===== config.mk =====
export PLATFORM = sky130hd
export DESIGN_NAME = dmx512_slot_receiver
export DESIGN_NICKNAME = d
export VERILOG_FILES = /design/src/dmx_pkg.sv /design/src/dmx_slot_store.sv /design/src/dmx_frame_ctrl.sv /design/src/dmx512_slot_receiver.sv
export SDC_FILE = /design/constraint.sdc
export NUM_CORES = 1
export LEC_CHECK = 0
export ABC_CLOCK_PERIOD_IN_PS = 7300
export BUFFER_PORTS_ARGS = -buffer_cell sky130_fd_sc_hd__buf_2
export CAP_MARGIN = 40
export CORE_MARGIN = 2
export CORE_UTILIZATION = 64
export CTS_CLUSTER_DIAMETER = 50
export DETAILED_ROUTE_END_ITERATION = 8
export PLACE_DENSITY = 0.84
export SLEW_MARGIN = 20
export SYNTH_ARGS = -nofsm -noshare
export SYNTH_HDL_FRONTEND = slang
export SYNTH_SLANG_ARGS = --single-unit

===== constraint.sdc =====
create_clock -name clock -period 7.3 [get_ports clock]
set_input_delay 0.365 -clock clock [delete_from_list [all_inputs] [get_ports clock]]
set_output_delay 0.365 -clock clock [all_outputs]
set_load 0.01 [all_outputs]

===== src/dmx_pkg.sv =====
// ----------------------------------------------------------------------------
// dmx_pkg
// Shared codes, limits and types of the DMX512 slot receiver.
// ----------------------------------------------------------------------------
package dmx_pkg;

   localparam int DataWidth    = 8;
   localparam int SlotWidth    = 10;
   localparam int TimeoutWidth = 11;
   localparam int TickWidth    = 8;
   localparam int ModeWidth    = 2;
   localparam int CsrIdxWidth  = 1;

   localparam logic [TimeoutWidth-1:0] TIMEOUT_LIMIT = 11'd1000;
   localparam logic [SlotWidth-1:0]    SLOT_MAX      = 10'd1023;

   typedef enum logic [ModeWidth-1:0] {
      MODE_BYTE = 2'd0,
      MODE_TICK = 2'd1,
      MODE_READ = 2'd2
   } mode_type;

   typedef enum logic [CsrIdxWidth-1:0] {
      CSR_FIRST_SLOT = 1'b0,
      CSR_FOOTPRINT  = 1'b1
   } csr_index_type;

   typedef struct packed {
      logic frame_ready;
      logic timeout_error;
   } frame_flags_type;

endpackage


===== src/dmx_slot_store.sv =====
// ----------------------------------------------------------------------------
// dmx_slot_store
// Slot capture memory: one write port, one registered read port, and a
// clearing sweep after reset.
// ----------------------------------------------------------------------------
module dmx_slot_store #(
   parameter int BUFFER_SLOTS = 16,
   parameter int AddrWidth    = 4
) (
   input  logic                           clock,
   input  logic                           reset,
   input  logic                           wr_en,
   input  logic [AddrWidth-1:0]           wr_addr,
   input  logic [dmx_pkg::DataWidth-1:0]  wr_data,
   input  logic                           rd_en,
   input  logic [AddrWidth-1:0]           rd_addr,
   output logic [dmx_pkg::DataWidth-1:0]  rd_data,
   output logic                           clear_busy
);
   import dmx_pkg::*;

   localparam logic [AddrWidth-1:0] LastAddr = AddrWidth'(BUFFER_SLOTS - 1);

   logic [DataWidth-1:0] store_mem [BUFFER_SLOTS];
   logic [DataWidth-1:0] rd_data_ff;
   logic [AddrWidth-1:0] clear_addr_ff;
   logic                 clear_active_ff;

   always_ff @(posedge clock) begin
      if (reset) begin
         clear_active_ff <= 1'b1;
         clear_addr_ff   <= '0;
      end else if (clear_active_ff) begin
         clear_addr_ff <= clear_addr_ff + AddrWidth'(1);
         if (clear_addr_ff == LastAddr) begin
            clear_active_ff <= 1'b0;
         end
      end
   end

   always_ff @(posedge clock) begin
      if (!reset && clear_active_ff) begin
         store_mem[clear_addr_ff] <= '0;
      end else if (wr_en) begin
         store_mem[wr_addr] <= wr_data;
      end
   end

   always_ff @(posedge clock) begin
      if (rd_en) begin
         rd_data_ff <= store_mem[rd_addr];
      end
   end

   assign rd_data    = rd_data_ff;
   assign clear_busy = clear_active_ff;

endmodule


===== src/dmx_frame_ctrl.sv =====
// ----------------------------------------------------------------------------
// dmx_frame_ctrl
// Frame tracking, slot counting, timeout and read address decode for one
// request per cycle while advance is high.
// ----------------------------------------------------------------------------
module dmx_frame_ctrl #(
   parameter int BUFFER_SLOTS = 16,
   parameter int AddrWidth    = 4
) (
   input  logic                              clock,
   input  logic                              reset,
   input  logic                              advance,
   input  logic [dmx_pkg::ModeWidth-1:0]     mode,
   input  logic [dmx_pkg::DataWidth-1:0]     rx_data,
   input  logic                              rx_ninth,
   input  logic                              framing_error,
   input  logic                              overrun,
   input  logic [dmx_pkg::TickWidth-1:0]     tick_amount,
   input  logic [dmx_pkg::SlotWidth-1:0]     channel,
   input  logic [dmx_pkg::SlotWidth-1:0]     first_slot,
   input  logic [dmx_pkg::SlotWidth-1:0]     footprint,
   output logic                              wr_en,
   output logic [AddrWidth-1:0]              wr_addr,
   output logic [dmx_pkg::DataWidth-1:0]     wr_data,
   output logic                              rd_en,
   output logic [AddrWidth-1:0]              rd_addr,
   output logic                              read_hit,
   output dmx_pkg::frame_flags_type          flags
);
   import dmx_pkg::*;

   localparam logic [SlotWidth-1:0] SlotsCount = SlotWidth'(BUFFER_SLOTS);
   localparam logic [SlotWidth-1:0] LastOffset = SlotWidth'(BUFFER_SLOTS - 1);

   logic                    break_seen_ff, break_seen_in;
   logic                    frame_open_ff, frame_open_in;
   logic [SlotWidth-1:0]    slot_count_ff, slot_count_in;
   logic [TimeoutWidth-1:0] timeout_count_ff, timeout_count_in;
   logic                    error_flag_ff, error_flag_in;
   logic                    ready_flag_ff, ready_flag_in;

   logic [SlotWidth-1:0]    slot_step;
   logic [SlotWidth-1:0]    slot_offset;
   logic                    in_window;
   logic [SlotWidth-1:0]    ch_clamped;
   logic [SlotWidth-1:0]    ch_index;

   // Read address: clamp to footprint, then treat channel zero as one.
   always_comb begin
      ch_clamped = (channel > footprint) ? footprint : channel;
      if (ch_clamped == '0) begin
         ch_clamped = SlotWidth'(1);
      end
      ch_index = ch_clamped - SlotWidth'(1);
      read_hit = (ch_index < SlotsCount);
      rd_addr  = ch_index[AddrWidth-1:0];
   end

   assign slot_step   = (slot_count_ff < SLOT_MAX) ? slot_count_ff + SlotWidth'(1)
                                                   : slot_count_ff;
   assign slot_offset = slot_step - first_slot;
   assign in_window   = (slot_step >= first_slot) && (slot_offset < SlotsCount);
   assign wr_addr     = slot_offset[AddrWidth-1:0];
   assign wr_data     = rx_data;

   always_comb begin
      break_seen_in    = break_seen_ff;
      frame_open_in    = frame_open_ff;
      slot_count_in    = slot_count_ff;
      timeout_count_in = timeout_count_ff;
      error_flag_in    = error_flag_ff;
      ready_flag_in    = ready_flag_ff;
      wr_en            = 1'b0;
      rd_en            = 1'b0;
      unique case (mode)
         MODE_BYTE: begin
            if (overrun || framing_error) begin
               // drop the whole frame; a zero byte with framing error, no overrun and ninth bit low is a break
               break_seen_in    = framing_error && !overrun &&
                                  (rx_data == '0) && !rx_ninth;
               frame_open_in    = 1'b0;
               slot_count_in    = '0;
               timeout_count_in = '0;
               error_flag_in    = 1'b0;
               ready_flag_in    = 1'b0;
            end else if (break_seen_ff) begin
               if (rx_data == '0) begin
                  frame_open_in = 1'b1;
               end
               break_seen_in = 1'b0;
            end else if (frame_open_ff) begin
               slot_count_in = slot_step;
               if (in_window) begin
                  wr_en = advance;
                  if (slot_offset == LastOffset) begin
                     ready_flag_in = 1'b1;
                     break_seen_in = 1'b0;
                     frame_open_in = 1'b0;
                  end
               end
            end
         end
         MODE_TICK: begin
            if (timeout_count_ff < TIMEOUT_LIMIT) begin
               timeout_count_in = timeout_count_ff + TimeoutWidth'(tick_amount);
            end else begin
               error_flag_in = 1'b1;
            end
         end
         MODE_READ: begin
            ready_flag_in = 1'b0;
            rd_en         = advance && read_hit;
         end
         default: begin
         end
      endcase
   end

   always_ff @(posedge clock) begin
      if (reset) begin
         break_seen_ff    <= 1'b0;
         frame_open_ff    <= 1'b0;
         slot_count_ff    <= '0;
         timeout_count_ff <= '0;
         error_flag_ff    <= 1'b0;
         ready_flag_ff    <= 1'b0;
      end else if (advance) begin
         break_seen_ff    <= break_seen_in;
         frame_open_ff    <= frame_open_in;
         slot_count_ff    <= slot_count_in;
         timeout_count_ff <= timeout_count_in;
         error_flag_ff    <= error_flag_in;
         ready_flag_ff    <= ready_flag_in;
      end
   end

   // State only moves together with the response register, so it always
   // matches the response on display.
   assign flags.frame_ready   = ready_flag_ff;
   assign flags.timeout_error = error_flag_ff;

endmodule


===== src/dmx512_slot_receiver.sv =====
// ----------------------------------------------------------------------------
// dmx512_slot_receiver
// DMX512 receiver: takes UART byte events, time ticks and channel reads,
// captures a window of slots and answers each request with one response.
//
//   channel | ports                          | handshake
//   --------+--------------------------------+-----------------------
//   request | req_mode .. req_channel        | req_valid / req_ready
//   result  | rsp_channel_value, rsp_flags.. | rsp_valid / rsp_ready
//   config  | csr_index, csr_write_data      | csr_write_enable
//
// A request sits in the input register and is decoded on its way into the
// response register, which drives the response; one request per cycle is
// sustained while rsp_ready stays high. The store is swept to zero after
// reset, one entry per cycle, so req_ready stays low until the sweep ends.
// The response register holds while rsp_valid is high and rsp_ready is low;
// the input register takes a new request as long as it can move its
// current one forward.
// ----------------------------------------------------------------------------
module dmx512_slot_receiver #(
   parameter int BUFFER_SLOTS = 16
) (
   input  logic                                 clock,
   input  logic                                 reset,
   input  logic                                 req_valid,
   output logic                                 req_ready,
   input  logic [dmx_pkg::ModeWidth-1:0]        req_mode,
   input  logic [dmx_pkg::DataWidth-1:0]        req_rx_data,
   input  logic                                 req_rx_ninth,
   input  logic                                 req_framing_error,
   input  logic                                 req_overrun,
   input  logic [dmx_pkg::TickWidth-1:0]        req_tick_amount,
   input  logic [dmx_pkg::SlotWidth-1:0]        req_channel,
   output logic                                 rsp_valid,
   input  logic                                 rsp_ready,
   output logic [dmx_pkg::DataWidth-1:0]        rsp_channel_value,
   output logic                                 rsp_frame_ready,
   output logic                                 rsp_timeout_error,
   input  logic                                 csr_write_enable,
   input  logic [dmx_pkg::CsrIdxWidth-1:0]      csr_index,
   input  logic [dmx_pkg::SlotWidth-1:0]        csr_write_data
);
   import dmx_pkg::*;

   localparam int AddrWidth = (BUFFER_SLOTS > 1) ? $clog2(BUFFER_SLOTS) : 1;

   logic [SlotWidth-1:0]    first_slot_ff;
   logic [SlotWidth-1:0]    footprint_ff;

   logic                    in_valid_ff;
   logic [ModeWidth-1:0]    in_mode_ff;
   logic [DataWidth-1:0]    in_rx_data_ff;
   logic                    in_rx_ninth_ff;
   logic                    in_framing_error_ff;
   logic                    in_overrun_ff;
   logic [TickWidth-1:0]    in_tick_amount_ff;
   logic [SlotWidth-1:0]    in_channel_ff;

   logic                    out_valid_ff;
   logic                    value_sel_ff;

   logic                    out_free;
   logic                    advance;
   logic                    clear_busy;
   logic                    wr_en;
   logic [AddrWidth-1:0]    wr_addr;
   logic [DataWidth-1:0]    wr_data;
   logic                    rd_en;
   logic [AddrWidth-1:0]    rd_addr;
   logic [DataWidth-1:0]    rd_data;
   logic                    read_hit;
   frame_flags_type         flags;

   always_ff @(posedge clock) begin
      if (reset) begin
         first_slot_ff <= SlotWidth'(1);
         footprint_ff  <= SlotWidth'(1);
      end else if (csr_write_enable) begin
         unique case (csr_index)
            CSR_FIRST_SLOT: first_slot_ff <= csr_write_data;
            CSR_FOOTPRINT:  footprint_ff  <= csr_write_data;
            default: begin
            end
         endcase
      end
   end

   assign out_free  = !out_valid_ff || rsp_ready;
   assign advance   = in_valid_ff && out_free;
   assign req_ready = !clear_busy && (!in_valid_ff || out_free);

   always_ff @(posedge clock) begin
      if (reset) begin
         in_valid_ff <= 1'b0;
      end else if (req_valid && req_ready) begin
         in_valid_ff <= 1'b1;
      end else if (advance) begin
         in_valid_ff <= 1'b0;
      end
   end

   always_ff @(posedge clock) begin
      if (req_valid && req_ready) begin
         in_mode_ff          <= req_mode;
         in_rx_data_ff       <= req_rx_data;
         in_rx_ninth_ff      <= req_rx_ninth;
         in_framing_error_ff <= req_framing_error;
         in_overrun_ff       <= req_overrun;
         in_tick_amount_ff   <= req_tick_amount;
         in_channel_ff       <= req_channel;
      end
   end

   always_ff @(posedge clock) begin
      if (reset) begin
         out_valid_ff <= 1'b0;
      end else if (out_free) begin
         out_valid_ff <= in_valid_ff;
      end
   end

   always_ff @(posedge clock) begin
      if (advance) begin
         value_sel_ff <= (in_mode_ff == MODE_READ) && read_hit;
      end
   end

   dmx_frame_ctrl #(
      .BUFFER_SLOTS (BUFFER_SLOTS),
      .AddrWidth    (AddrWidth)
   ) u_frame_ctrl (
      .clock         (clock),
      .reset         (reset),
      .advance       (advance),
      .mode          (in_mode_ff),
      .rx_data       (in_rx_data_ff),
      .rx_ninth      (in_rx_ninth_ff),
      .framing_error (in_framing_error_ff),
      .overrun       (in_overrun_ff),
      .tick_amount   (in_tick_amount_ff),
      .channel       (in_channel_ff),
      .first_slot    (first_slot_ff),
      .footprint     (footprint_ff),
      .wr_en         (wr_en),
      .wr_addr       (wr_addr),
      .wr_data       (wr_data),
      .rd_en         (rd_en),
      .rd_addr       (rd_addr),
      .read_hit      (read_hit),
      .flags         (flags)
   );

   dmx_slot_store #(
      .BUFFER_SLOTS (BUFFER_SLOTS),
      .AddrWidth    (AddrWidth)
   ) u_slot_store (
      .clock      (clock),
      .reset      (reset),
      .wr_en      (wr_en),
      .wr_addr    (wr_addr),
      .wr_data    (wr_data),
      .rd_en      (rd_en),
      .rd_addr    (rd_addr),
      .rd_data    (rd_data),
      .clear_busy (clear_busy)
   );

   assign rsp_valid         = out_valid_ff;
   assign rsp_channel_value = value_sel_ff ? rd_data : '0;
   assign rsp_frame_ready   = flags.frame_ready;
   assign rsp_timeout_error = flags.timeout_error;

endmodule


Word-level counts from Yosys, hierarchy flattened:

Memory sizes are Yosys's and may differ from the RTL's. A register that Yosys moved wholly into a read port is not among the register bits.
Index checks and enable logic that the tools add are counted.

* flip-flop bits (word level): 84
* memory bits (writable): 128
* input port bits: 47
* output and inout port bits: 12
* logic and storage cells: 125
* memories kept: 1

Memories
* u_slot_store.store_mem: depth 16, width 8, rd ports 1, clocked after Yosys merged registers in 1, wr ports 1, line dmx_slot_store.sv:24 `logic [DataWidth-1:0] store_mem [BUFFER_SLOTS];`

* add/sub/neg operators: 5
* $lt $le $gt $ge: 6
* eq/ne operators: 13
* mux-type cells: 44
* bitwise gates (word level): 1
* reductions and logical operators: 35

Operators by type and width (count)
* 10-bit two-way mux: 6
* 1-bit two-way mux: 30
* 11-bit two-way mux: 2
* 11-bit one-hot mux with 2 select lines: 1
* 10-bit by 5-bit less-than comparator with 1-bit output (second input constant): 2
* 8-bit two-way mux: 2
* 4-bit AND reduction: 3
* 11-bit by 8-bit adder with 11-bit output: 1
* 11-bit by 10-bit less-than comparator with 1-bit output (second input constant): 1
* 10-bit by 1-bit adder with 10-bit output (second input constant): 1
* 10-bit by 4-bit equality test with 1-bit output (second input constant): 1
* 10-bit greater-or-equal comparator: 1
* 10-bit > comparator: 1
* 1-bit logical AND: 10
* 10-bit zero test: 1
* 10-bit less-than comparator (second input constant): 1
* 10-bit by 1-bit subtractor with 10-bit output (second input constant): 1
* 10-bit subtractor: 1
* 3-bit by 1-bit inequality test with 1-bit output (second input constant): 3
* 8-bit zero test: 1
* 2-bit nonzero test: 4
* 8-bit OR reduction: 1
* 1-bit zero test: 6
* 3-bit inequality test (second input constant): 2
* 14 further kinds: 21

Depth between registers and ports, before layout:

Gate-level depths: netlist of run 1.

* word-level depth: 15
* gate-level depth with buffers: 19
* gate-level depth less buffers: 16

By module:

A second synthesis of run 1 with hierarchy kept.

* cell total of the unflattened synthesis: 760
* area, all modules: 10246.1 um2

Modules (own cells, without submodules)
* dmx_slot_store: times used 1, cells an instance 268, area each 5577.8 um2, seq. area each 4184.0 um2
* dmx_frame_ctrl: times used 1, cells an instance 362, area each 2726.4 um2, seq. area each 500.5 um2
* dmx512_slot_receiver: times used 1, cells an instance 130, area each 1941.9 um2, seq. area each 1401.3 um2

Worst setup path before layout of run 1:

OpenSTA, ideal clock, no wires.

* path type: register to register
* from: register u_frame_ctrl.slot_count_ff[0]
* to: memory u_slot_store.store_mem[11][0], enable pin
* library setup time: 0.384 ns
* arrival time: 3.995 ns
* data required time: 6.916 ns
* slack: 2.921 ns
* stages on the path, launching flop included: 17
* path buffers: 1
* period minus slack after synthesis: 4.379 ns
* path through: dfxtp_1 > ha_1 > and2_1 > clkbuf_1 > nand3_1 > xnor2_1 > ha_1 > fa_1 > nor2b_1 > o21ai_0 > a21boi_0 > o21ai_0 > a21oi_1 > mux2_2 > o2111ai_1 > or3_1 > o21ai_0

* longest elaborated chain between the ends: 15
* elaborated cells between the ends (all ways): 18
* classes of those cells: add/sub: 2; order compare: 3; mux: 11; reduce/logical: 2

RTL lines
* start, declared: line dmx_frame_ctrl.sv:37 `logic [SlotWidth-1:0] slot_count_ff, slot_count_in;`
* start signal, assigned: line dmx_frame_ctrl.sv:130 `slot_count_ff <= slot_count_in;`
* 10-bit by 1-bit adder with 10-bit output / 10-bit less-than comparator (equally long branches): line dmx_frame_ctrl.sv:59 `assign slot_step = (slot_count_ff < SLOT_MAX) ? slot_count_ff + SlotWidth'(1)`
* 10-bit two-way mux (*): line dmx_frame_ctrl.sv:59
* 10-bit subtractor: line dmx_frame_ctrl.sv:61 `assign slot_offset = slot_step - first_slot;`
* 10-bit by 5-bit less-than comparator with 1-bit output: line dmx_frame_ctrl.sv:62 `assign in_window = (slot_step >= first_slot) && (slot_offset < SlotsCount);`
* 1-bit logical AND: line dmx_frame_ctrl.sv:62
* 1-bit two-way mux: line dmx_frame_ctrl.sv:93 `if (in_window) begin`
* 1-bit two-way mux: line dmx_frame_ctrl.sv:91 `end else if (frame_open_ff) begin`
* 1-bit two-way mux: line dmx_frame_ctrl.sv:86 `end else if (break_seen_ff) begin`
* 1-bit two-way mux: line dmx_frame_ctrl.sv:77 `if (overrun || framing_error) begin`
* 1-bit two-way mux: line dmx_frame_ctrl.sv:75 `unique case (mode)`
* 1-bit two-way mux: line dmx_slot_store.sv:44 `end else if (wr_en) begin`
* 1-bit two-way mux: line dmx_slot_store.sv:42 `if (!reset && clear_active_ff) begin`
* 1-bit two-way mux (not written as such): line dmx_slot_store.sv:45 `store_mem[wr_addr] <= wr_data;`
* 8-bit OR reduction (no line)
* 4-bit two-way mux (no line) / 1-bit two-way mux (equally long branches)
* end, declared: line dmx_slot_store.sv:24

Mark *: on every way between the ends. The rest lies on a longest branch, timed or not.

Worst setup path in the final report of run 1:

* from: register in_channel_ff[3]
* to: register u_slot_store.rd_data_ff[5] (netlist: u_slot_store.rd_data[5]), read port of u_slot_store.store_mem (data pin)

* longest elaborated chain between the ends: 8

RTL lines
* start, declared: line dmx512_slot_receiver.sv:57 `logic [SlotWidth-1:0] in_channel_ff;`
* start signal, assigned: line dmx512_slot_receiver.sv:110 `in_channel_ff <= req_channel;`
* 10-bit > comparator: line dmx_frame_ctrl.sv:50 `ch_clamped = (channel > footprint) ? footprint : channel;`
* 10-bit two-way mux (*): line dmx_frame_ctrl.sv:50
* 10-bit zero test: line dmx_frame_ctrl.sv:51 `if (ch_clamped == '0) begin`
* 10-bit two-way mux (*): line dmx_frame_ctrl.sv:51
* 10-bit by 1-bit subtractor with 10-bit output (*): line dmx_frame_ctrl.sv:54 `ch_index = ch_clamped - SlotWidth'(1);`
* 10-bit by 5-bit less-than comparator with 1-bit output: line dmx_frame_ctrl.sv:55 `read_hit = (ch_index < SlotsCount);`
* 1-bit logical AND: line dmx_frame_ctrl.sv:112 `rd_en = advance && read_hit;`
* 1-bit two-way mux: line dmx_frame_ctrl.sv:75
* end, declared: line dmx_slot_store.sv:25 `logic [DataWidth-1:0] rd_data_ff;`

Marked as above.
A chain may end at the register's enable or synchronous reset.

==> results of run 1 <==
==> critical path, cell delays in order, from the launching register on <==
cell and delay [ns]:
edfxtp_1 0.48, ha_1 0.35, nand4_1 0.19, o21bai_1 0.25, a31oi_2 0.27, o32ai_1 0.19, buf_2 0.21, mux2i_4 0.18
clkinv_1 0.21, ha_1 0.54, buf_4 0.34, inv_1 0.11, nand3_4 0.18, and2_4 0.66, mux2i_1 0.33, mux2_2 0.21
o221ai_1 0.10
==> worst paths after layout <==
kind                                                 startpoint  slack (ns)                                            end
hold reg to reg   u_frame_ctrl.timeout_count_ff[2]$_SDFFE_PP0P_        0.45  u_frame_ctrl.timeout_count_ff[2]$_SDFFE_PP0P_
setup / recovery                     in_channel_ff[3]$_DFFE_PP_        2.18              u_slot_store.rd_data[5]$_DFFE_PP_
hold / removal                                   req_rx_data[2]        0.02                     in_rx_data_ff[2]$_DFFE_PP_
setup reg to reg                     in_channel_ff[3]$_DFFE_PP_        2.18              u_slot_store.rd_data[5]$_DFFE_PP_
==> area by class of cell <==
| class | instances | area (um^2) |
|---|---|---|
| Multi-Input combinational cell | 622 | 4116 |
| Clock inverter | 13 | 128.9 |
| Tap cell | 220 | 275.3 |
| Inverter | 54 | 202.7 |
| Timing Repair Buffer | 75 | 425.4 |
| Sequential cell | 220 | 6086 |
| Fill cell | 1116 | 4504 |
| Clock buffer | 31 | 668.1 |
==> registers in the layout, summed over array words and instances (netlist names), 2 cells and up <==
name,flops
u_slot_store.rd_data,8
in_tick_amount_ff,8
first_slot_ff,10
u_slot_store.store_mem,128
u_frame_ctrl.slot_count_ff,10
footprint_ff,10
u_slot_store.clear_addr_ff,4
in_channel_ff,10
u_frame_ctrl.timeout_count_ff,11
in_mode_ff,2
in_rx_data_ff,8
==> power groups by stage <==
stage | Combinational, mW | Clock [mW] | Sequential [mW]
after global placement | 0.173 | 0 | 1.39
final | 0.184 | 1.21 | 1.36
after detailed placement | 0.179 | 0 | 1.39
after CTS | 0.181 | 1.23 | 1.36
after floorplan | 0.138 | 0 | 1.38
after global routing | 0.201 | 1.27 | 1.36
==> cells in the final DEF (no fill, tap or decap), types with 8 or more instances in the layout <==
master and n:
clkbuf_16 25, dfxtp_1 52, a32oi_1 9, o211ai_1 17
inv_1 53, o21ai_0 18, nor2_1 47, xnor2_1 13
a311oi_1 16, mux2_2 15, and2_1 24, ha_1 31
nand3_1 32, o21ai_1 8, mux2i_1 44, nor3_1 26
a22o_1 8, nor2b_1 12, o221ai_1 8, buf_4 14
a22oi_1 28, a21oi_1 48, nand2_1 117, buf_2 60
edfxtp_1 168, nand2b_1 9
==> logic make-up after synthesis <==
kind of cell | Yosys count
and+or+nand+nor | 308
muxes | 62
buffers and inverters | 101
adders and majority gates | 33
DFF | 220
xor gates and xnor gates | 20
AOI/OAI and AO/OA | 199
==> per-stage QoR <==
stage | instances | worst slack, ns | instance area (um^2) | power (mW)
after floorplan | 943 | 2.921 | 10610 | 1.520
after global placement | 1183 | 2.057 | 11040 | 1.559
after detailed placement | 1190 | 2.286 | 11100 | 1.565
after CTS | 1234 | 2.218 | 11900 | 2.766
after global routing | 1235 | 1.806 | 11900 | 2.835
final | 1235 | 2.181 | 11900 | 2.756
==> routing by layer <==
| layer | vias up | global-route usage (%) |
|---|---|---|
| li1 | 3600 | - |
| met1 | 3618 | 34.37 |
| met2 | 286 | 44.88 |
| met3 | 53 | 3.525 |
| met4 | 0 | 9.498 |
| met5 | - | 0 |
==> results.yml, run 1 <==
run_status:
  outcome: "finished, final reports clean"
clock_network:
  cts_tree: "yes"
  numCtsBuffers: 24
  clockBufferDepth: 3
  cts_root_buf: "clkbuf_16"
  htree_num_levels: 1
  clock_sinks: 220
  post_cts_buffers: 0
  insertion_delay_ns: 0.51
  clk_pin_slew_ns: 0.06
  post_cts_resize_count: 0
  cts-hold-fix-buffers: 0
yosys:
  syn-mean-instance-area_um2: 11.25
  syn-instance-count: 943
  synth_top_family_by_area: "simple AND/OR/NAND/NOR gates"
  synth_edf_count: 168
  synth_fa_ha_area_share_pct: 4.032
  synthArstFlopShare_pct: 0
  seq_area_frac_synth_pct: 57.34
  synthTopCellsByArea: "edfxtp_1 48%, dfxtp_1 9.8%, mux2i_1 4.2%"
  synth-xor-area-share_pct: 1.651
  yosys_most_used_dff: "edfxtp_1"
  synth_area_leader_cell: "edfxtp_1"
  syn_nets: 1023
  yosys.area_share.simple_pct: 13.96
  synth.top_cell.area_share_pct: 47.54
  synth-seq-cells: 220
  synthTopCellsByCount: "168 x edfxtp_1, 117 x nand2_1, 53 x inv_1"
  synth-compound-area-share_pct: 12.96
  synthMuxAreaShare_pct: 6.048
  ys_warn_count: 0
  yosysUniqueCellTypes: 67
  yosysMostFrequentCell: "edfxtp_1"
  syn-cell-area_um2: 10610
grt:
  grt_antenna_before_repair: 0
  gr-total-overflow: 0
  grt_pass1_wl_um: 36820
  grt_max_degree: 49
  grt_pass1_vias: 7301
  grt_usage_pct: 26.17
worst_setup_path:
  r2r_cells: 16
  cp-start-kind: "flip-flop"
  cp.required_ns: 7.55
  endpoint_kind: "flip-flop"
  cp.arrival_ns: 5.37
  path_class: "flip-flop to flip-flop"
  path_max_fanout: 48
timing:
  tightest_slew_ns: 0.9136
  final_hold_viol_count: 0
  holdWs_ns: 0.02393
  slew_headroom_pct: 38.62
  setup_viol: 0
  slew_violations: 0
  tns_ns: 0
  timing.final.crit_share_pct: 70.12
  finClkSkew_ns: 0.008781
  min_period_ns: 5.119
  clock.fmax_ghz: 0.1954
  rsz0062_at_grt: "false"
floorplan:
  core_um2: 16410
  dieArea_um2: 17630
  initial_core_util_pct: 64.68
  die_y_um: 132.8
  rows: 47
  io_pins: 59
  die_w_um: 132.8
drt:
  drt-met1-wl_um: 9619
  antenna_left: 0
  first_iter_violations: 722
  vias_per_cell: 6.119
  wirelength_um: 22960
  avgRoutedWirePerCell_um: 18.59
  highest_layer: "met4"
  dr.pass1.iters: 5
  drcViolationCount: 0
  wl_met2_um: 11370
  vias: 7557
  routed-wl-met3_um: 1326
power:
  combPwrFrac_pct: 6.7
  switching_share_pct: 22.23
  ir_drop_mv: 0.1586
  p_clk_share_pct: 44.0
  p_sw_mw: 0.6127
  intPower_mw: 2.143
  seqPwrFrac_pct: 49.3
  power.density_nw_per_um2: 231.5
  total_leakage_power_nw: 4.566
placed_design:
  port_buffers: 58
  dp_hpwl_um: 15230
  place_congestion: 0.8913
final_layout:
  nNetsFinal: 1077
  post-route-util_pct: 72.55
  num_antenna_cells: 0
  syn2layout_area_growth_pct: 12.16
  drive_above_1_share_pct: 13.89
flow_run:
  cap_violations: 0
min_path:
  worstHoldPathCells: 1
  hold_path_class: "input pin to flip-flop"
Power figures use the tool's default switching activity.
==> run 2, diff against run 1 <==
ABC_AREA = 1   (was default)
ABC_CLOCK_PERIOD_IN_PS = 5150   (was 7300)
CORE_UTILIZATION = 61   (was 64)
PLACE_DENSITY = 0.81   (was 0.84)
clock period = 5.15 ns   (was 7.3 ns; I/O delays follow)
==> results.yml, run 2 <==
timing:
  rsz0062_at_grt: "false"
  finClkSkew_ns: 0.01863
  tns_ns: 0
  min_period_ns: 4.664
  timing.final.crit_share_pct: 90.56
  clock.fmax_ghz: 0.2144
  slew_headroom_pct: 41.86
  postLayoutSetupSlackWorst_ns: 0.4859
  slew_violations: 0
  final_hold_viol_count: 0
  tightest_slew_ns: 0.8711
  setup_viol: 0
flow_run:
  cap_violations: 0
yosys:
  syn-instance-count: 1175
  synth_fa_ha_area_share_pct: 3.957
  synth-seq-cells: 220
  yosys.area_share.simple_pct: 23.53
  synth_top_family_by_area: "simple AND/OR/NAND/NOR gates"
  yosysMostFrequentCell: "nand2_1"
  synth-xor-area-share_pct: 0.9719
  synthMuxAreaShare_pct: 0
  synthTopCellsByArea: "edfxtp_1 47%, dfxtp_1 9.6%, nand3_1 8.0%"
  synth_area_leader_cell: "edfxtp_1"
  syn-cell-area_um2: 10810
  syn-mean-instance-area_um2: 9.204
  synth.top_cell.area_share_pct: 46.65
  synth-compound-area-share_pct: 5.704
  synthArstFlopShare_pct: 0
  yosys_most_used_dff: "edfxtp_1"
  yosysUniqueCellTypes: 42
  syn_nets: 1255
  seq_area_frac_synth_pct: 56.28
  synthTopCellsByCount: "226 x nand2_1, 206 x inv_1, 173 x nand3_1"
  ys_warn_count: 0
  synth_edf_count: 168
grt:
  grt_usage_pct: 26.71
  gr-total-overflow: 0
  grt_pass1_wl_um: 38790
  grt_max_degree: 65
  grt_antenna_before_repair: 0
  grt_pass1_vias: 7937
power:
  seqPwrFrac_pct: 47.0
  ir_drop_mv: 0.2414
  combPwrFrac_pct: 10.0
  power.density_nw_per_um2: 326.5
  total_leakage_power_nw: 5.557
  p_clk_share_pct: 43.0
  intPower_mw: 3.118
  switching_share_pct: 24.05
  p_sw_mw: 0.9874
clock_network:
  htree_num_levels: 1
  clock_sinks: 220
  cts_tree: "yes"
  clockBufferDepth: 3
  post_cts_buffers: 0
  cts_root_buf: "clkbuf_16"
  clk_pin_slew_ns: 0.06
  insertion_delay_ns: 0.53
  numCtsBuffers: 25
worst_setup_path:
  cp.required_ns: 5.37
  r2r_end: "u_slot_store.store_mem[13][2]$_DFFE_PP_"
  crit_start: "u_frame_ctrl.slot_count_ff[0]$_SDFFE_PP0P_"
  endpoint_kind: "flip-flop"
  path_class: "flip-flop to flip-flop"
  path_max_fanout: 17
  cp.arrival_ns: 4.89
  reg2reg_slack_ns: 0.49
  timing.rr.start: "u_frame_ctrl.slot_count_ff[0]$_SDFFE_PP0P_"
  r2r_cells: 24
  critical_path.endpoint: "u_slot_store.store_mem[13][2]$_DFFE_PP_"
  cp-start-kind: "flip-flop"
final_layout:
  num_antenna_cells: 0
  drive_above_1_share_pct: 12.29
  syn2layout_area_growth_pct: 16.27
  regMostFlops: "u_slot_store.store_mem"
  nNetsFinal: 1363
  largest_reg_flops: 128
  final_common_cell: "nand2_1"
  reg_top3: "u_slot_store.store_mem: 128 flops, u_frame_ctrl.timeout_count_ff: 11 flops"
  layout_common_cells: "226 x nand2_1, 206 x inv_1, 173 x nand3_1"
  fillers: 1219
run_status:
  outcome: "finished, final reports clean"
min_path:
  hold_path_class: "input pin to flip-flop"
floorplan:
  die_w_um: 137.1
  rows: 48
  dieArea_um2: 18810
  die_y_um: 137.1
  core_um2: 17300
  io_pins: 59
  initial_core_util_pct: 62.52
placed_design:
  port_buffers: 58
  place_congestion: 0.9129
  dp_hpwl_um: 15960
  dp_slack_ns: 0.2683
drt:
  vias_per_cell: 5.487
  avgRoutedWirePerCell_um: 16.18
  first_iter_violations: 699
  antenna_left: 0
  dr.pass1.iters: 5
  drcViolationCount: 0
  wirelength_um: 24700
  vias: 8378
==> run 2: logic make-up after synthesis <==
group | Yosys count
AO/OA/AOI/OAI | 114
flip-flops | 220
XOR/XNOR | 12
buffers and inverters | 252
AND/OR/NAND/NOR | 544
adder cells (fa/ha/maj) | 33
==> run 2: repair_timing <==
action,in CTS,in global routing
gates resized for setup,0,3
hold buffers,32,0
endpoints found under the hold margin,32,0
endpoints found under the setup margin,0,128
==> run 2: per-stage QoR <==
step / hold slack, ns / std cells / power, mW / cell area [um^2] / utilization [%]
6_report: 0.02380 / 1527 / 4.105 / 12570 / 72.69
5_1_grt: 0.05730 / 1527 / 4.223 / 12570 / 72.69
4_1_cts: 0.02141 / 1527 / 4.111 / 12550 / 72.56
3_5_place_dp: 0.4356 / 1449 / 2.348 / 11410 / 65.99
3_3_place_gp: 0.4340 / 1448 / 2.329 / 11390 / 65.83
2_1_floorplan: 0.3360 / 1175 / 2.237 / 10810 / -
==> run 2: power by group through the flow <==
stage / Combinational, mW / Clock [mW] / Sequential, mW
2_1_floorplan: 0.274 / 0 / 1.96
3_3_place_gp: 0.364 / 0 / 1.96
3_5_place_dp: 0.383 / 0 / 1.97
4_1_cts: 0.406 / 1.78 / 1.93
5_1_grt: 0.451 / 1.84 / 1.93
6_report: 0.412 / 1.77 / 1.93
==> run 2: final cells by class <==
| type | instances | area, um^2 | area share (%) |
|---|---|---|---|
| tap | 225 | 281.5 | 2.239 |
| timing repair buffer | 124 | 885.9 | 7.045 |
| clock inverter | 15 | 167.7 | 1.333 |
| sequential | 220 | 6086 | 48.40 |
| inverter | 209 | 784.5 | 6.239 |
| clock buffer | 31 | 648.1 | 5.155 |
| multi-input combinational | 703 | 3720 | 29.59 |
==> run 2: how the worst min path moves through the flow <==
stage | startpoint | to | slack [ns] | depth (start not counted)
after detailed placement | req_channel[9] | in_channel_ff[9]$_DFFE_PP_ | 0.44 | 1
after floorplan | reset | u_frame_ctrl.timeout_count_ff[3]$_SDFFE_PP0P_ | 0.34 | 1
after global routing | csr_write_data[8] | footprint_ff[8]$_SDFFE_PP0P_ | 0.06 | 3
after CTS | csr_write_data[8] | footprint_ff[8]$_SDFFE_PP0P_ | 0.02 | 3
after global placement | req_tick_amount[5] | in_tick_amount_ff[5]$_DFFE_PP_ | 0.43 | 1
final | csr_write_data[8] | footprint_ff[8]$_SDFFE_PP0P_ | 0.02 | 3
==> run 2: critical path, stage by stage (launching register included) <==
cell and delay [ns]:
dfxtp_1 0.39, ha_1 0.17, inv_1 0.08, nor4_4 0.29
nand3_1 0.11, nor2_1 0.16, nand2_1 0.18, xor2_1 0.20
inv_1 0.06, ha_1 0.22, fa_1 0.44, o21ai_2 0.20
nand2_1 0.07, nand2_1 0.10, nand3_1 0.11, nand2_1 0.08
nand2_1 0.05, nand2_1 0.06, nand4_1 0.09, nor2_2 0.24
nand3_4 0.24, o21ai_1 0.28, nand2_1 0.22, nor2_1 0.16
buf_4 0.19
==> run 2: metal layers <==
layer | wire length, um | share of wire [%] | track usage (%)
met1 | 9876 | 40 | 32.80
met2 | 12640 | 51 | 48.29
met3 | 1344 | 5.4 | 3.407
met4 | 841 | 3.4 | 9.393
met5 | 0 | 0 | 0
==> run 3, diff against run 2 <==
CELL_PAD_IN_SITES_DETAIL_PLACEMENT = 0   (was default)
CELL_PAD_IN_SITES_GLOBAL_PLACEMENT = 1   (was default)
CORE_UTILIZATION = 48   (was 61)
GPL_TIMING_DRIVEN = 0   (was default)
RECOVER_POWER = 50   (was default)
==> results.yml, run 3 (synthesis results as in run 2) <==
final_layout:
  final_cells: 1619
  layout_common_cells: "225 x nand2_1, 206 x inv_1, 169 x nand3_1"
  num_antenna_cells: 0
  largest_reg_flops: 128
  nNetsFinal: 1396
  reg_top3: "u_slot_store.store_mem: 128 flops, u_frame_ctrl.timeout_count_ff: 11 flops"
  syn2layout_area_growth_pct: 21.31
  regArea_um2: 6086
  regMostFlops: "u_slot_store.store_mem"
  final_common_cell: "nand2_1"
  drive_above_1_share_pct: 13.59
  finalInstanceArea_um2: 13120
  multi_input_comb_area_um2: 3855
  fillers: 1926
floorplan:
  die_w_um: 154.1
  io_pins: 59
  dieArea_um2: 23750
  rows: 54
  die_y_um: 154.1
  initial_core_util_pct: 49.25
  core_um2: 21960
grt:
  grt_max_degree: 23
  gr-total-overflow: 0
  grt_pass1_wl_um: 40620
  grt_pass1_vias: 7849
  grt_usage_pct: 21.76
  grt_antenna_before_repair: 0
worst_setup_path:
  crit_path_max_incr_delay_ns: 0.46
  cp_cell_sequence: "ha_1, inv_1, nor4_4, nand3_1, nor2_2, nand2_2, xor2_1, inv_1, ha_1, fa_1, o21ai_2, nand2_1, nand2_1, nand3_1, nand2_1, nand2_1, nand2_1, nand4_1, nor2_4, nand3_2, buf_6, o21ai_2, nand3_2, nor2_4"
  path_class: "flip-flop to flip-flop"
  path_max_fanout: 10
  cp-start-kind: "flip-flop"
  timing.rr.start: "u_frame_ctrl.slot_count_ff[0]$_SDFFE_PP0P_"
  crit_top_cell: "nand2_1"
  endpoint_kind: "flip-flop"
  cp.required_ns: 5.37
  cp.arrival_ns: 4.91
  crit_family: "simple AND/OR/NAND/NOR gates"
  crit_start: "u_frame_ctrl.slot_count_ff[0]$_SDFFE_PP0P_"
  path_buf_inv: 3
  cp_slowest_cell: "fa_1"
placed_design:
  dp_cells: 1519
  port_buffers: 58
  place_area_um2: 11550
  place_congestion: 0.8454
  dp_slack_ns: -0.2277
  dp_hpwl_um: 18320
power:
  power_mw: 4.365
  total_leakage_power_nw: 5.628
  power.density_nw_per_um2: 332.7
  ir_drop_mv: 0.2397
drt:
  vias_per_cell: 5.092
  wirelength_um: 25550
  routed-wl-met3_um: 1057
  dr.pass1.iters: 5
  drcViolationCount: 0
  antenna_left: 0
  drt-met1-wl_um: 11180
  wl_met2_um: 12690
  vias: 8244
  highest_layer: "met4"
  first_iter_violations: 610
  avgRoutedWirePerCell_um: 15.78
clock_network:
  clock_sinks: 220
  insertion_delay_ns: 0.55
  cts_tree: "yes"
  numCtsBuffers: 30
  clk_pin_slew_ns: 0.06
  clockBufferDepth: 3
  htree_num_levels: 1
  cts_root_buf: "clkbuf_16"
run_status:
  outcome: "finished, final reports clean"
min_path:
  hold_path_class: "input pin to flip-flop"
  min_from: "csr_write_data[8]"
timing:
  slew_headroom_pct: 16.38
  finClkSkew_ns: 0.01714
  tightest_slew_ns: 1.254
  setup_viol: 0
  tns_ns: 0
  min_period_ns: 4.686
  timing.final.crit_share_pct: 90.99
  slew_violations: 0
  final_hold_viol_count: 0
  clock.fmax_ghz: 0.2134
  postLayoutSetupSlackWorst_ns: 0.4638
flow_run:
  cap_violations: 0
-- run 3: cell types whose count changed in the layout (fill, tap and decap cells not counted), sizes merged --
cell / delta
bufinv: -1
inv: +2
buf: -6
clkinvlp: +1
clkbuf: +37
clkinv: +1
dlygate4sd3: +3
-- run 3: worst reg2reg max path: cells and delay by family, from the launching register on --
kind / cells / cell delay, ns
adders and majority gates: 3 / 0.86
DFF: 1 / 0.39
and+or+nand+nor: 15 / 2.21
AOI/OAI and AO/OA: 2 / 0.36
xor gates and xnor gates: 1 / 0.19
buffers and inverters: 3 / 0.36
-- run 3: path summary, 6_finish.rpt --
kind	to	slack [ns]	depth (start not counted)
setup reg to reg	u_slot_store.store_mem[7][0]$_DFFE_PP_	0.46	24
setup / recovery	u_slot_store.store_mem[7][0]$_DFFE_PP_	0.46	24
hold reg to reg	u_frame_ctrl.ready_flag_ff$_SDFFE_PP0P_	0.45	2
hold / removal	footprint_ff[8]$_SDFFE_PP0P_	0.01	3
-- run 3: repair_timing --
| item | in CTS | in global routing |
|---|---|---|
| gates cloned | 0 | 0 |
| pin swaps | 0 | 9 |
| hold buffers | 35 | 0 |
| setup buffers | 0 | 7 |
| resized for setup | 7 | 28 |
| hold endpoints to repair | 35 | 0 |
| endpoints found under the setup margin | 112 | 201 |
-- run 3: routing by layer --
metal / vias to the layer above / track usage (%)
met5: - / 0
met4: 0 / 6.409
met3: 43 / 3.326
met2: 180 / 37.84
met1: 3827 / 28.24
li1: 4194 / -
-- run 3: area by class of cell --
cell class	instances	area share [%]
sequential	220	46.39
multi-input combinational	703	29.38
timing repair buffer	109	6.285
clock buffer	37	6.085
inverter	209	5.980
tap	280	2.670
buffer	43	1.898
clock inverter	18	1.307
-- run 3: power breakdown --
group / switching, mW / internal, mW / leakage (nW)
registers: 0.00786 / 1.92 / 2.04
clock network: 0.795 / 1.21 / 0.473
logic: 0.278 / 0.154 / 3.12
total: 1.08 / 3.28 / 5.63
-- run 3: stage by stage --
stage / util, % / hold slack, ns
2_1_floorplan: - / 0.3360
3_3_place_gp: 52.17 / 0.4337
3_5_place_dp: 52.59 / 0.4356
4_1_cts: 58.70 / 0.001825
5_1_grt: 59.74 / 0.02209
6_report: 59.74 / 0.01033
